$ cat src/sv/mrc_pkg.sv
`timescale 1ns / 1ps
// ----------------------------------------------------------------------------
// mrc_pkg: shared constants for the masked region covariance block
// Widths of the running sums and the table that maps each product term to
// the two features it multiplies.
// ----------------------------------------------------------------------------
package mrc_pkg;

  localparam int MAX_PIXELS = 65536;
  localparam int NUM_FEAT   = 8;
  localparam int NUM_PROD   = 21;
  localparam int CNT_W      = 17;
  localparam int FEAT_W     = 11;
  localparam int FSUM_W     = 27;
  localparam int PSUM_W     = 36;
  localparam int COV_W      = 29;
  localparam int IDX_W      = 5;
  localparam int DEN_W      = 34;
  localparam int ACC_W      = 64;
  localparam int MPL_W      = 27;
  localparam int ITER_W     = 7;

  localparam logic [COV_W-1:0] COV_MAX = {1'b0, {(COV_W-1){1'b1}}};
  localparam logic [COV_W-1:0] COV_MIN = {1'b1, {(COV_W-1){1'b0}}};

  localparam logic [2:0] PROD_I [NUM_PROD] = '{
    3'd0, 3'd0, 3'd0, 3'd1, 3'd1, 3'd2,
    3'd3, 3'd3, 3'd3, 3'd3, 3'd3, 3'd4, 3'd4, 3'd4, 3'd4,
    3'd5, 3'd5, 3'd5, 3'd6, 3'd6, 3'd7
  };
  localparam logic [2:0] PROD_J [NUM_PROD] = '{
    3'd0, 3'd1, 3'd2, 3'd1, 3'd2, 3'd2,
    3'd3, 3'd4, 3'd5, 3'd6, 3'd7, 3'd4, 3'd5, 3'd6, 3'd7,
    3'd5, 3'd6, 3'd7, 3'd6, 3'd7, 3'd7
  };

endpackage

$ cat src/sv/mrc_if.sv
`timescale 1ns / 1ps
// ----------------------------------------------------------------------------
// mrc_if: request channels of the masked region covariance block
// One interface for incoming pixels and one for covariance results.
// ----------------------------------------------------------------------------
interface mrc_pix_if;
  logic       valid;
  logic       ready;
  logic [7:0] red;
  logic [7:0] green;
  logic [7:0] blue;
  logic [7:0] gray_centre;
  logic [7:0] gray_left;
  logic [7:0] gray_right;
  logic [7:0] gray_up;
  logic [7:0] gray_down;
  logic       in_region;
  logic       last_pixel;

  modport source(output valid, red, green, blue, gray_centre, gray_left, gray_right,
                 gray_up, gray_down, in_region, last_pixel, input ready);
  modport sink(input valid, red, green, blue, gray_centre, gray_left, gray_right,
               gray_up, gray_down, in_region, last_pixel, output ready);
endinterface

interface mrc_res_if;
  logic                          valid;
  logic                          ready;
  logic [mrc_pkg::IDX_W-1:0]     entry_index;
  logic signed [mrc_pkg::COV_W-1:0] cov_value;
  logic                          valid_res;
  logic                          last_entry;

  modport source(output valid, entry_index, cov_value, valid_res, last_entry, input ready);
  modport sink(input valid, entry_index, cov_value, valid_res, last_entry, output ready);
endinterface

$ cat src/sv/masked_region_covariance.sv
`timescale 1ns / 1ps
// ----------------------------------------------------------------------------
// masked_region_covariance: region covariance descriptor over masked pixels
// Accumulates RGB and gray spatial features of marked pixels and emits 21
// sample covariances in signed fixed point on the last pixel of a region.
// ----------------------------------------------------------------------------
//  channel | dir | content
//  pix     | in  | RGB, gray centre and four neighbours, in_region, last_pixel
//  res     | out | entry_index, cov_value, valid_res, last_entry
//
//  A counted pixel passes the 11x11 multiply-add, which updates one product
//  sum per cycle. A last pixel with under two counted pixels sends one invalid
//  entry; else the denominator and each result run in the shared 64-bit adder
//  (17 + 27 multiply steps, 64 divide steps, one load, subtract, negate,
//  format and hand-off step each).
//  Reset clears all sums at once. No pixel is taken while results are pending;
//  a stalled result holds the sequencer.
// ----------------------------------------------------------------------------
module masked_region_covariance (
  input  logic      clk,
  input  logic      rst,
  mrc_pix_if.sink   pix,
  mrc_res_if.source res
);

  typedef enum logic [3:0] {
    ST_IDLE, ST_ACC, ST_CHECK, ST_DEN, ST_LOADA, ST_MULA, ST_MULB,
    ST_SUB, ST_ABS, ST_DIV, ST_FIN, ST_OUT
  } state_t;

  state_t state;

  logic [7:0] p_red, p_green, p_blue, p_c, p_l, p_r, p_u, p_d;
  logic       p_last;

  logic [mrc_pkg::CNT_W-1:0]         pixel_count;
  logic signed [mrc_pkg::FSUM_W-1:0] feature_sums [mrc_pkg::NUM_FEAT];
  logic signed [mrc_pkg::PSUM_W-1:0] product_sums [mrc_pkg::NUM_PROD];

  logic [mrc_pkg::IDX_W-1:0]        k;
  logic [mrc_pkg::ITER_W-1:0]       iter;
  logic signed [mrc_pkg::ACC_W-1:0] acc;
  logic signed [mrc_pkg::ACC_W-1:0] tmp;
  logic signed [mrc_pkg::ACC_W-1:0] mcand;
  logic [mrc_pkg::MPL_W-1:0]        mplier;
  logic [mrc_pkg::DEN_W-1:0]        den;
  logic [mrc_pkg::DEN_W:0]          rem;
  logic [mrc_pkg::ACC_W-1:0]        dvd;
  logic signed [mrc_pkg::FSUM_W-1:0] si;
  logic                             neg;

  logic                             out_valid;
  logic [mrc_pkg::IDX_W-1:0]        out_index;
  logic [mrc_pkg::COV_W-1:0]        out_cov;
  logic                             out_vres;
  logic                             out_last;

  logic signed [mrc_pkg::FEAT_W-1:0] feat [mrc_pkg::NUM_FEAT];
  logic signed [2*mrc_pkg::FEAT_W-1:0] prod;
  logic [mrc_pkg::ACC_W-1:0] op_a, op_b, sum;
  logic                      cin;
  logic [mrc_pkg::DEN_W:0]   rem_sh;
  logic signed [mrc_pkg::FSUM_W-1:0] sj;
  logic [mrc_pkg::COV_W-1:0] cov_clamped;

  assign pix.ready       = (state == ST_IDLE);
  assign res.valid       = out_valid;
  assign res.entry_index = out_index;
  assign res.cov_value   = out_cov;
  assign res.valid_res   = out_vres;
  assign res.last_entry  = out_last;

  always_comb begin
    feat[0] = mrc_pkg::FEAT_W'({3'b0, p_red});
    feat[1] = mrc_pkg::FEAT_W'({3'b0, p_green});
    feat[2] = mrc_pkg::FEAT_W'({3'b0, p_blue});
    feat[3] = mrc_pkg::FEAT_W'({3'b0, p_c});
    feat[4] = {3'b0, p_r} - {3'b0, p_l};
    feat[5] = {3'b0, p_d} - {3'b0, p_u};
    feat[6] = {3'b0, p_r} + {3'b0, p_l} - {2'b0, p_c, 1'b0};
    feat[7] = {3'b0, p_d} + {3'b0, p_u} - {2'b0, p_c, 1'b0};
  end

  assign prod   = feat[mrc_pkg::PROD_I[k]] * feat[mrc_pkg::PROD_J[k]];
  assign sj     = feature_sums[mrc_pkg::PROD_J[k]];
  assign rem_sh = {rem[mrc_pkg::DEN_W-1:0], dvd[mrc_pkg::ACC_W-1]};

  always_comb begin
    op_a = acc;
    op_b = '0;
    cin  = 1'b0;
    case (state) inside
      ST_DEN, ST_MULA, ST_MULB: begin
        op_b = mplier[0] ? mcand : '0;
      end
      ST_SUB: begin
        op_a = tmp;
        op_b = ~acc;
        cin  = 1'b1;
      end
      ST_ABS: begin
        op_a = '0;
        op_b = ~acc;
        cin  = 1'b1;
      end
      ST_DIV: begin
        op_a = mrc_pkg::ACC_W'(rem_sh);
        op_b = ~mrc_pkg::ACC_W'(den);
        cin  = 1'b1;
      end
      default: begin
        op_b = '0;
      end
    endcase
    sum = op_a + op_b + mrc_pkg::ACC_W'(cin);
  end

  always_comb begin
    if (!neg) begin
      if (dvd > mrc_pkg::ACC_W'(mrc_pkg::COV_MAX)) cov_clamped = mrc_pkg::COV_MAX;
      else cov_clamped = dvd[mrc_pkg::COV_W-1:0];
    end else begin
      if (dvd > mrc_pkg::ACC_W'(mrc_pkg::COV_MIN)) cov_clamped = mrc_pkg::COV_MIN;
      else cov_clamped = -dvd[mrc_pkg::COV_W-1:0];
    end
  end

  always_ff @(posedge clk) begin
    if (rst) begin
      state       <= ST_IDLE;
      out_valid   <= 1'b0;
      pixel_count <= '0;
      for (int f = 0; f < mrc_pkg::NUM_FEAT; f++) feature_sums[f] <= '0;
      for (int q = 0; q < mrc_pkg::NUM_PROD; q++) product_sums[q] <= '0;
      k    <= '0;
      iter <= '0;
    end else begin
      unique case (state) inside
        ST_IDLE: begin
          if (pix.valid) begin
            p_red   <= pix.red;
            p_green <= pix.green;
            p_blue  <= pix.blue;
            p_c     <= pix.gray_centre;
            p_l     <= pix.gray_left;
            p_r     <= pix.gray_right;
            p_u     <= pix.gray_up;
            p_d     <= pix.gray_down;
            p_last  <= pix.last_pixel;
            k       <= '0;
            if (pix.in_region &&
                pixel_count < mrc_pkg::CNT_W'(mrc_pkg::MAX_PIXELS)) begin
              state <= ST_ACC;
            end else begin
              state <= ST_CHECK;
            end
          end
        end
        ST_ACC: begin
          product_sums[k] <= product_sums[k] + mrc_pkg::PSUM_W'(prod);
          if (k < mrc_pkg::IDX_W'(mrc_pkg::NUM_FEAT)) begin
            feature_sums[k[2:0]] <= feature_sums[k[2:0]] +
                                    mrc_pkg::FSUM_W'(feat[k[2:0]]);
          end
          if (k == mrc_pkg::IDX_W'(mrc_pkg::NUM_PROD - 1)) begin
            pixel_count <= pixel_count + 1'b1;
            state       <= ST_CHECK;
          end else begin
            k <= k + 1'b1;
          end
        end
        ST_CHECK: begin
          k <= '0;
          if (!p_last) begin
            state <= ST_IDLE;
          end else if (pixel_count <= mrc_pkg::CNT_W'(1)) begin
            out_valid <= 1'b1;
            out_index <= '0;
            out_cov   <= '0;
            out_vres  <= 1'b0;
            out_last  <= 1'b1;
            state     <= ST_OUT;
          end else begin
            acc    <= '0;
            mcand  <= mrc_pkg::ACC_W'(pixel_count);
            mplier <= mrc_pkg::MPL_W'(pixel_count - 1'b1);
            iter   <= mrc_pkg::ITER_W'(mrc_pkg::CNT_W);
            state  <= ST_DEN;
          end
        end
        ST_DEN, ST_MULB: begin
          acc    <= sum;
          mcand  <= mcand <<< 1;
          mplier <= mplier >> 1;
          iter   <= iter - 1'b1;
          if (iter == mrc_pkg::ITER_W'(1)) begin
            if (state == ST_DEN) begin
              den   <= sum[mrc_pkg::DEN_W-1:0];
              state <= ST_LOADA;
            end else begin
              state <= ST_SUB;
            end
          end
        end
        ST_MULA: begin
          if (iter == mrc_pkg::ITER_W'(1)) begin
            tmp    <= sum;
            acc    <= '0;
            mcand  <= sj[mrc_pkg::FSUM_W-1] ? -mrc_pkg::ACC_W'(si) : mrc_pkg::ACC_W'(si);
            mplier <= sj[mrc_pkg::FSUM_W-1] ? mrc_pkg::MPL_W'(-sj) : mrc_pkg::MPL_W'(sj);
            iter   <= mrc_pkg::ITER_W'(mrc_pkg::MPL_W);
            state  <= ST_MULB;
          end else begin
            acc    <= sum;
            mcand  <= mcand <<< 1;
            mplier <= mplier >> 1;
            iter   <= iter - 1'b1;
          end
        end
        ST_LOADA: begin
          acc    <= '0;
          mcand  <= mrc_pkg::ACC_W'(product_sums[k]);
          mplier <= mrc_pkg::MPL_W'(pixel_count);
          si     <= feature_sums[mrc_pkg::PROD_I[k]];
          iter   <= mrc_pkg::ITER_W'(mrc_pkg::CNT_W);
          state  <= ST_MULA;
        end
        ST_SUB: begin
          acc   <= sum;
          neg   <= sum[mrc_pkg::ACC_W-1];
          state <= ST_ABS;
        end
        ST_ABS: begin
          dvd   <= neg ? (sum << 8) : (acc << 8);
          rem   <= '0;
          iter  <= mrc_pkg::ITER_W'(mrc_pkg::ACC_W);
          state <= ST_DIV;
        end
        ST_DIV: begin
          if (!sum[mrc_pkg::ACC_W-1]) begin
            rem <= sum[mrc_pkg::DEN_W:0];
            dvd <= {dvd[mrc_pkg::ACC_W-2:0], 1'b1};
          end else begin
            rem <= rem_sh;
            dvd <= {dvd[mrc_pkg::ACC_W-2:0], 1'b0};
          end
          iter <= iter - 1'b1;
          if (iter == mrc_pkg::ITER_W'(1)) state <= ST_FIN;
        end
        ST_FIN: begin
          out_valid <= 1'b1;
          out_index <= k;
          out_cov   <= cov_clamped;
          out_vres  <= 1'b1;
          out_last  <= (k == mrc_pkg::IDX_W'(mrc_pkg::NUM_PROD - 1));
          state     <= ST_OUT;
        end
        ST_OUT: begin
          if (res.ready) begin
            out_valid <= 1'b0;
            if (out_last) begin
              pixel_count <= '0;
              for (int f = 0; f < mrc_pkg::NUM_FEAT; f++) feature_sums[f] <= '0;
              for (int q = 0; q < mrc_pkg::NUM_PROD; q++) product_sums[q] <= '0;
              state <= ST_IDLE;
            end else begin
              k     <= k + 1'b1;
              state <= ST_LOADA;
            end
          end
        end
        default: begin
          state <= ST_IDLE;
        end
      endcase
    end
  end

`ifndef SYNTHESIS
  a_no_overlap: assert property (@(posedge clk) disable iff (rst)
    !(pix.ready && res.valid))
    else $error("pixel taken while a result is pending");

  a_count_bound: assert property (@(posedge clk) disable iff (rst)
    pixel_count <= mrc_pkg::CNT_W'(mrc_pkg::MAX_PIXELS))
    else $error("pixel count beyond limit");

  a_clear_after_run: assert property (@(posedge clk) disable iff (rst)
    (res.valid && res.ready && res.last_entry) |=> (pixel_count == '0))
    else $error("state not cleared after run");

  a_short_run: assert property (@(posedge clk) disable iff (rst)
    (res.valid && !res.valid_res) |-> (res.last_entry && res.entry_index == '0))
    else $error("invalid result not single");
`endif

endmodule
$ cat src/flat_wrapper.sv
// flat-port wrapper written by rule: the top's interface ports become plain ports
module masked_region_covariance_flat 
  (clk, rst, pix_valid, pix_red, pix_green, pix_blue, pix_gray_centre, pix_gray_left, pix_gray_right, pix_gray_up, pix_gray_down, pix_in_region, pix_last_pixel, pix_ready, res_valid, res_entry_index, res_cov_value, res_valid_res, res_last_entry, res_ready);
  mrc_pix_if pix_i ();
  mrc_res_if res_i ();
  input  logic clk;
  input  logic rst;
  input wire logic [$bits(pix_i.valid)-1:0] pix_valid;
  input wire logic [$bits(pix_i.red)-1:0] pix_red;
  input wire logic [$bits(pix_i.green)-1:0] pix_green;
  input wire logic [$bits(pix_i.blue)-1:0] pix_blue;
  input wire logic [$bits(pix_i.gray_centre)-1:0] pix_gray_centre;
  input wire logic [$bits(pix_i.gray_left)-1:0] pix_gray_left;
  input wire logic [$bits(pix_i.gray_right)-1:0] pix_gray_right;
  input wire logic [$bits(pix_i.gray_up)-1:0] pix_gray_up;
  input wire logic [$bits(pix_i.gray_down)-1:0] pix_gray_down;
  input wire logic [$bits(pix_i.in_region)-1:0] pix_in_region;
  input wire logic [$bits(pix_i.last_pixel)-1:0] pix_last_pixel;
  output wire logic [$bits(pix_i.ready)-1:0] pix_ready;
  output wire logic [$bits(res_i.valid)-1:0] res_valid;
  output wire logic [$bits(res_i.entry_index)-1:0] res_entry_index;
  output wire logic [$bits(res_i.cov_value)-1:0] res_cov_value;
  output wire logic [$bits(res_i.valid_res)-1:0] res_valid_res;
  output wire logic [$bits(res_i.last_entry)-1:0] res_last_entry;
  input wire logic [$bits(res_i.ready)-1:0] res_ready;
  assign pix_i.valid = pix_valid;
  assign pix_i.red = pix_red;
  assign pix_i.green = pix_green;
  assign pix_i.blue = pix_blue;
  assign pix_i.gray_centre = pix_gray_centre;
  assign pix_i.gray_left = pix_gray_left;
  assign pix_i.gray_right = pix_gray_right;
  assign pix_i.gray_up = pix_gray_up;
  assign pix_i.gray_down = pix_gray_down;
  assign pix_i.in_region = pix_in_region;
  assign pix_i.last_pixel = pix_last_pixel;
  assign pix_ready = pix_i.ready;
  assign res_valid = res_i.valid;
  assign res_entry_index = res_i.entry_index;
  assign res_cov_value = res_i.cov_value;
  assign res_valid_res = res_i.valid_res;
  assign res_last_entry = res_i.last_entry;
  assign res_i.ready = res_ready;
  masked_region_covariance u_core (.clk(clk), .rst(rst), .pix(pix_i), .res(res_i));
endmodule
$ cat config.mk
export PLATFORM = sky130hd
export DESIGN_NAME = masked_region_covariance_flat
export DESIGN_NICKNAME = d
export VERILOG_FILES = /design/src/sv/mrc_pkg.sv /design/src/sv/mrc_if.sv /design/src/sv/masked_region_covariance.sv /design/src/flat_wrapper.sv
export SDC_FILE = /design/constraint.sdc
export NUM_CORES = 2
export LEC_CHECK = 0
export ABC_AREA = 1
export BUFFER_PORTS_ARGS = -buffer_cell sky130_fd_sc_hd__buf_2
export CORE_MARGIN = 2
export CORE_UTILIZATION = 55
export DETAILED_ROUTE_END_ITERATION = 10
export GPL_ROUTABILITY_DRIVEN = 0
export PLACE_DENSITY = 0.7
export SLEW_MARGIN = 20
export SYNTH_ARGS = -nofsm -noshare
export SYNTH_HDL_FRONTEND = slang
export SYNTH_SLANG_ARGS = --single-unit
$ cat constraint.sdc
create_clock -name clk -period 8.8 [get_ports clk]
set_input_delay 0.44 -clock clk [delete_from_list [all_inputs] [get_ports clk]]
set_output_delay 0.44 -clock clk [all_outputs]
set_load 0.1 [all_outputs]
# After elaboration in Yosys (flattened, before gate mapping)
# Memories as Yosys holds them, arrays and structs flattened. A register that Yosys moved wholly into a read port is not among the register bits.
# Index checks and enable logic that the tools add are counted.
# op_classes
addsub	17
n_mul	1
order_cmp	9
n_eq_ne	25
n_mux	140
bitwise	36
n_reduce_logical	30
# ops
operator	count
$mux W64	17
$mux W36	22
$pmux W64 S4	2
$mux W27	13
$mux W29	5
$pmux W64 S2	1
$pmux W27 S4	1
$bmux W11 S3	3
$pmux W34 S2	1
$mux W11	6
$add A64 B1 Y64	1
$add A64 B64 Y64	1
$gt A64 B28 Y1 const B	1
$gt A64 B29 Y1 const B	1
$neg A27 Y64	1
$not A34 Y64	1
$not A64 Y64	1
$pmux W29 S2	1
$mux W17	3
$mux W5	9
$pmux W4 S11	1
$add A36 B22 Y36	1
$reduce_or A36 Y1	1
$pmux W7 S5	1
other kinds (53)	163
# word_totals
ff_bits	487
ram_bits	972
mem_bits_ro	192
in_bits	70
out_inout_bits	38
wordCells	288
n_memories	4
# memory_table
memory	words	width	read_ports	rd_clocked_by_memory_dff	write_ports	line_no	source
u_core.product_sums	21	36	1	1	21	masked_region_covariance.sv:38	logic signed [mrc_pkg::PSUM_W-1:0] product_sums [mrc_pkg::NUM_PROD];
u_core.feature_sums	8	27	3	2	8	masked_region_covariance.sv:37	logic signed [mrc_pkg::FSUM_W-1:0] feature_sums [mrc_pkg::NUM_FEAT];
(name not given)	32	3	1	0	0	masked_region_covariance.sv:84	assign prod = feat[mrc_pkg::PROD_I[k]] * feat[mrc_pkg::PROD_J[k]];
(name not given)	32	3	1	0	0	masked_region_covariance.sv:85	assign sj = feature_sums[mrc_pkg::PROD_J[k]];

# Longest topological paths before layout
# depth
depth_word	11
ltp_mapped	50
ltp_nobuf	48

# Worst setup path before layout
# OpenSTA, ideal clock, no wires.
# synth_path
path_kind	reg-to-reg
startpoint	register u_core.p_d[2]
endpoint	memory u_core.product_sums[21][32] (netlist bit), data pin
arrival_time_ns	8.543
t_required_ns	8.507
slack_ns	-0.036
stages_incl_launch_ff	37
period_less_slack_ns	8.836
cell_sequence	edfxtp_1 -> ha_1 -> clkbuf_1 -> o31ai_1 -> xor2_1 -> inv_1 -> ha_1 -> nand2_1 -> o21ai_0 -> a21oi_1 -> o21bai_1 -> nand2_1 -> a21oi_1 -> nor2_1 -> o21bai_1 -> nor2_1 -> o21ai_0 -> nor2_1 -> inv_1 -> fa_1 -> inv_1 -> ha_1 -> fa_1 -> fa_1 -> inv_1 -> fa_1 -> inv_1 -> ha_1 -> a21oi_1 -> a21boi_0 -> o21ai_0 -> a221oi_1 -> nand2_1 -> a31o_2 -> xor2_1 -> clkbuf_1 -> inv_1
# synth_rtl
element	line_no	source
start, declared	masked_region_covariance.sv:33	logic [7:0] p_red, p_green, p_blue, p_c, p_l, p_r, p_u, p_d;
start signal, assigned	masked_region_covariance.sv:148	p_d <= pix.gray_down;
end, declared	masked_region_covariance.sv:38	

==> impl_metrics.tcl <==
set metrics [dict create \
    antenna_found_initial 10 \
    max_stage_delay_ps 670 \
    synthMuxAreaShare_pct 0 \
    worst_slew_pin_slew_ps 1720 \
    synth_fa_ha_area_share_pct 6.94 \
    fmax_mhz 114 \
    cts_max_level 4 \
    fin_area_um2 116000 \
    grt_usage_pct 36.7 \
    initial_core_util_pct 55.2 \
    crit_top_cell "buf_4" \
    overflow 0 \
    core.rowCount 159 \
    drv_cap 1 \
    die_x_um 438 \
    relSlewSlack_pct -17.5 \
    drt_iter0_markers 13100 \
    finalClockSkew_ps 69.7 \
    synth-simple-area-share_pct 15.8 \
    avgSynthCellArea_um2 9.41 \
    synth-xor-area-share_pct 1.61 \
    vias_per_cell 6.43 \
    syn-num-nets 11500 \
    die_h_um 438 \
    critical_path_class "register to register" \
    hp-class "input pin to register" \
    critPathSlowestCell "fa_2" \
    violations "capacitance limit, slew limit" \
    critPathBufInv 13 \
    core_area_um2 188000 \
    yosysSeqAreaShare_pct 54.3 \
    clkTransAtPathRegs_ps 60 \
    grt_pass1_vias 85400 \
    clkLatencyLatePin_ps 900 \
    synth_top_family_by_area "simple AND/OR/NAND/NOR gates" \
    tritoncts "done" \
    routed_wl_um 362000 \
    startpoint_type "register" \
    dr_total_vias 88300 \
    syn_area_um2 104000 \
    fin_util_pct 61.9 \
    cp.required_ps 9390 \
    ioPinCount 108 \
    final_common_cell "nor2_1" \
    numCtsBuffers 194 \
    dpl_cell_area_um2 108000 \
    drive_above_1_share_pct 9.61 \
    crit_fanout 11 \
    synth-main-ff-cell "edfxtp_1" \
    drt_first_pass_iters 9 \
    finalMaxSlewViolations 2 \
    synth_top_area_share_pct 53.5 \
    yosys.cell_types.count 66 \
    grt_pass1_wl_um 529000 \
    synth_cells 11000 \
    synth.area.top_cells "edfxtp_1 54%, nor2_1 7.7%, o21ai_0 6.3%" \
    run_status "complete, but fails checks" \
    grt_max_degree 129 \
    finalCriticalPeriod_ps 8760 \
    rsz0062_at_grt "true" \
    dp_hpwl_um 224000 \
    placedCellCount 13300 \
    antenna_left 0 \
    path_delay_family "adder cells" \
    wire_per_inst_um 26.3 \
    yosys_register_bits 1887 \
    layout.cells.non_filler 13700 \
    cts_buffer_depth 3 \
    finalHoldViolCount 0 \
    yosysWarnings 0 \
    dieArea_um2 192000 \
    synth_edf_count 1848 \
    cts_sinks 1887 \
    final_cell_mix "2102 x nor2_1, 1848 x edfxtp_1, 1278 x o21ai_0" \
    end_kind "register" \
    io_buffers 107 \
    synth-compound-area-share_pct 14.8 \
    drc 0 \
    yosysTopAreaCell "edfxtp_1" \
    fin_crit_sh_pct 99.6 \
    async_reset_ff_share_pct 0 \
    syn2layout_area_growth_pct 12.0 \
    worstPathArrival_ps 9350 \
    fin_nets 11600 \
    setup_viol 0 \
    root_buffer "clkbuf_16" \
]
==> cells by family after synthesis <==
logic type	Yosys count
AO/OA/AOI/OAI	2647
XOR/XNOR	191
adder cells (fa/ha/maj)	451
buffers and inverters	1756
flip-flops	1887
AND/OR/NAND/NOR	4081
==> cells in the mapped netlist, drive strengths merged, types with 14 or more instances <==
master and number:
a21o 18, a21oi 618, a221oi 30, a31oi 77, buf 139, clkbuf 566, dfxtp 39, edfxtp 1848
fa 207, ha 244, inv 1041, nand2 1274, nand3 498, nand3b 14, nand4 48, nor2 2146
nor3 56, nor4 22, o211ai 76, o21ai 1328, o21bai 34, o221ai 283, o22ai 79, or2 17
xnor2 64, xor2 127
==> path summary, 6_finish.rpt <==
check / from / end / slack, ps / cells past startpoint
hold / removal: pix_valid / u_core.p_last / 40 / 3
setup / recovery: u_core.p_d[1] / u_core.product_sums[4][33] / 40 / 39
setup reg to reg: u_core.p_d[1] / u_core.product_sums[4][33] / 40 / 39
hold reg to reg: u_core.iter[6] / u_core.iter[6] / 500 / 2
==> per-stage QoR <==
step	worst slack (ps)	hold slack [ps]	TNS (ps)
finish	37.4	37.7	0
global route	-195	27.3	-27110
CTS	5.34	4.94	0
detailed placement	-296	490	-28850
global placement	-48.3	453	-1060
floorplan	114	441	0
==> sequential cells by signal, summed over array words and instances (netlist names), 8 cells and up, named ones only <==
register	flops
u_core.dvd	64
u_core.mcand	64
u_core.tmp	64
u_core.p_u	8
u_core.mplier	27
u_core.res.cov_value	29
u_core.p_r	8
u_core.si	27
u_core.product_sums	1152
u_core.p_blue	8
u_core.p_l	8
u_core.den	34
u_core.p_c	8
u_core.pixel_count	17
u_core.p_green	8
u_core.feature_sums	216
u_core.p_d	8
u_core.p_red	8
u_core.acc	64
u_core.rem	34
==> metal layers <==
metal  part of all wire [%]  GRT usage, %  up-vias
met5                  0.015             0        -
li1                       -             -    38200
met2                     44          55.7     6728
met1                     34          46.6    41900
met3                     14          9.51     1448
met4                    7.6          24.1        8
==> repair_timing <==
action | in CTS | in global routing
resized for setup | 11 | 158
hold endpoints to repair | 65 | 0
setup buffers | 0 | 37
hold buffers | 65 | 0
endpoints found under the setup margin | 309 | 708
pin swaps | 1 | 59
gates cloned | 2 | 5
==> final cells by class <==
cell class / instances / area [µm²]
fillers: 15100 / 71600
well taps: 2495 / 3120
repair buffers: 567 / 4680
diodes: 4 / 10.0
multi-input cells: 7371 / 41700
clock inverters: 137 / 1170
flip-flops and latches: 1887 / 56300
repair inverters: 3 / 22.5
clock buffers: 227 / 5020
inverters: 1051 / 3990
==> tightest hold or removal path, cell delays in order <==
cell and delay, ps:
buf_2 150, nand2_1 120, nor2_4 60
Power is left out: the tool's default activity adds up to more than one toggle a clock period on the data nets, which glitch-free logic cannot reach.
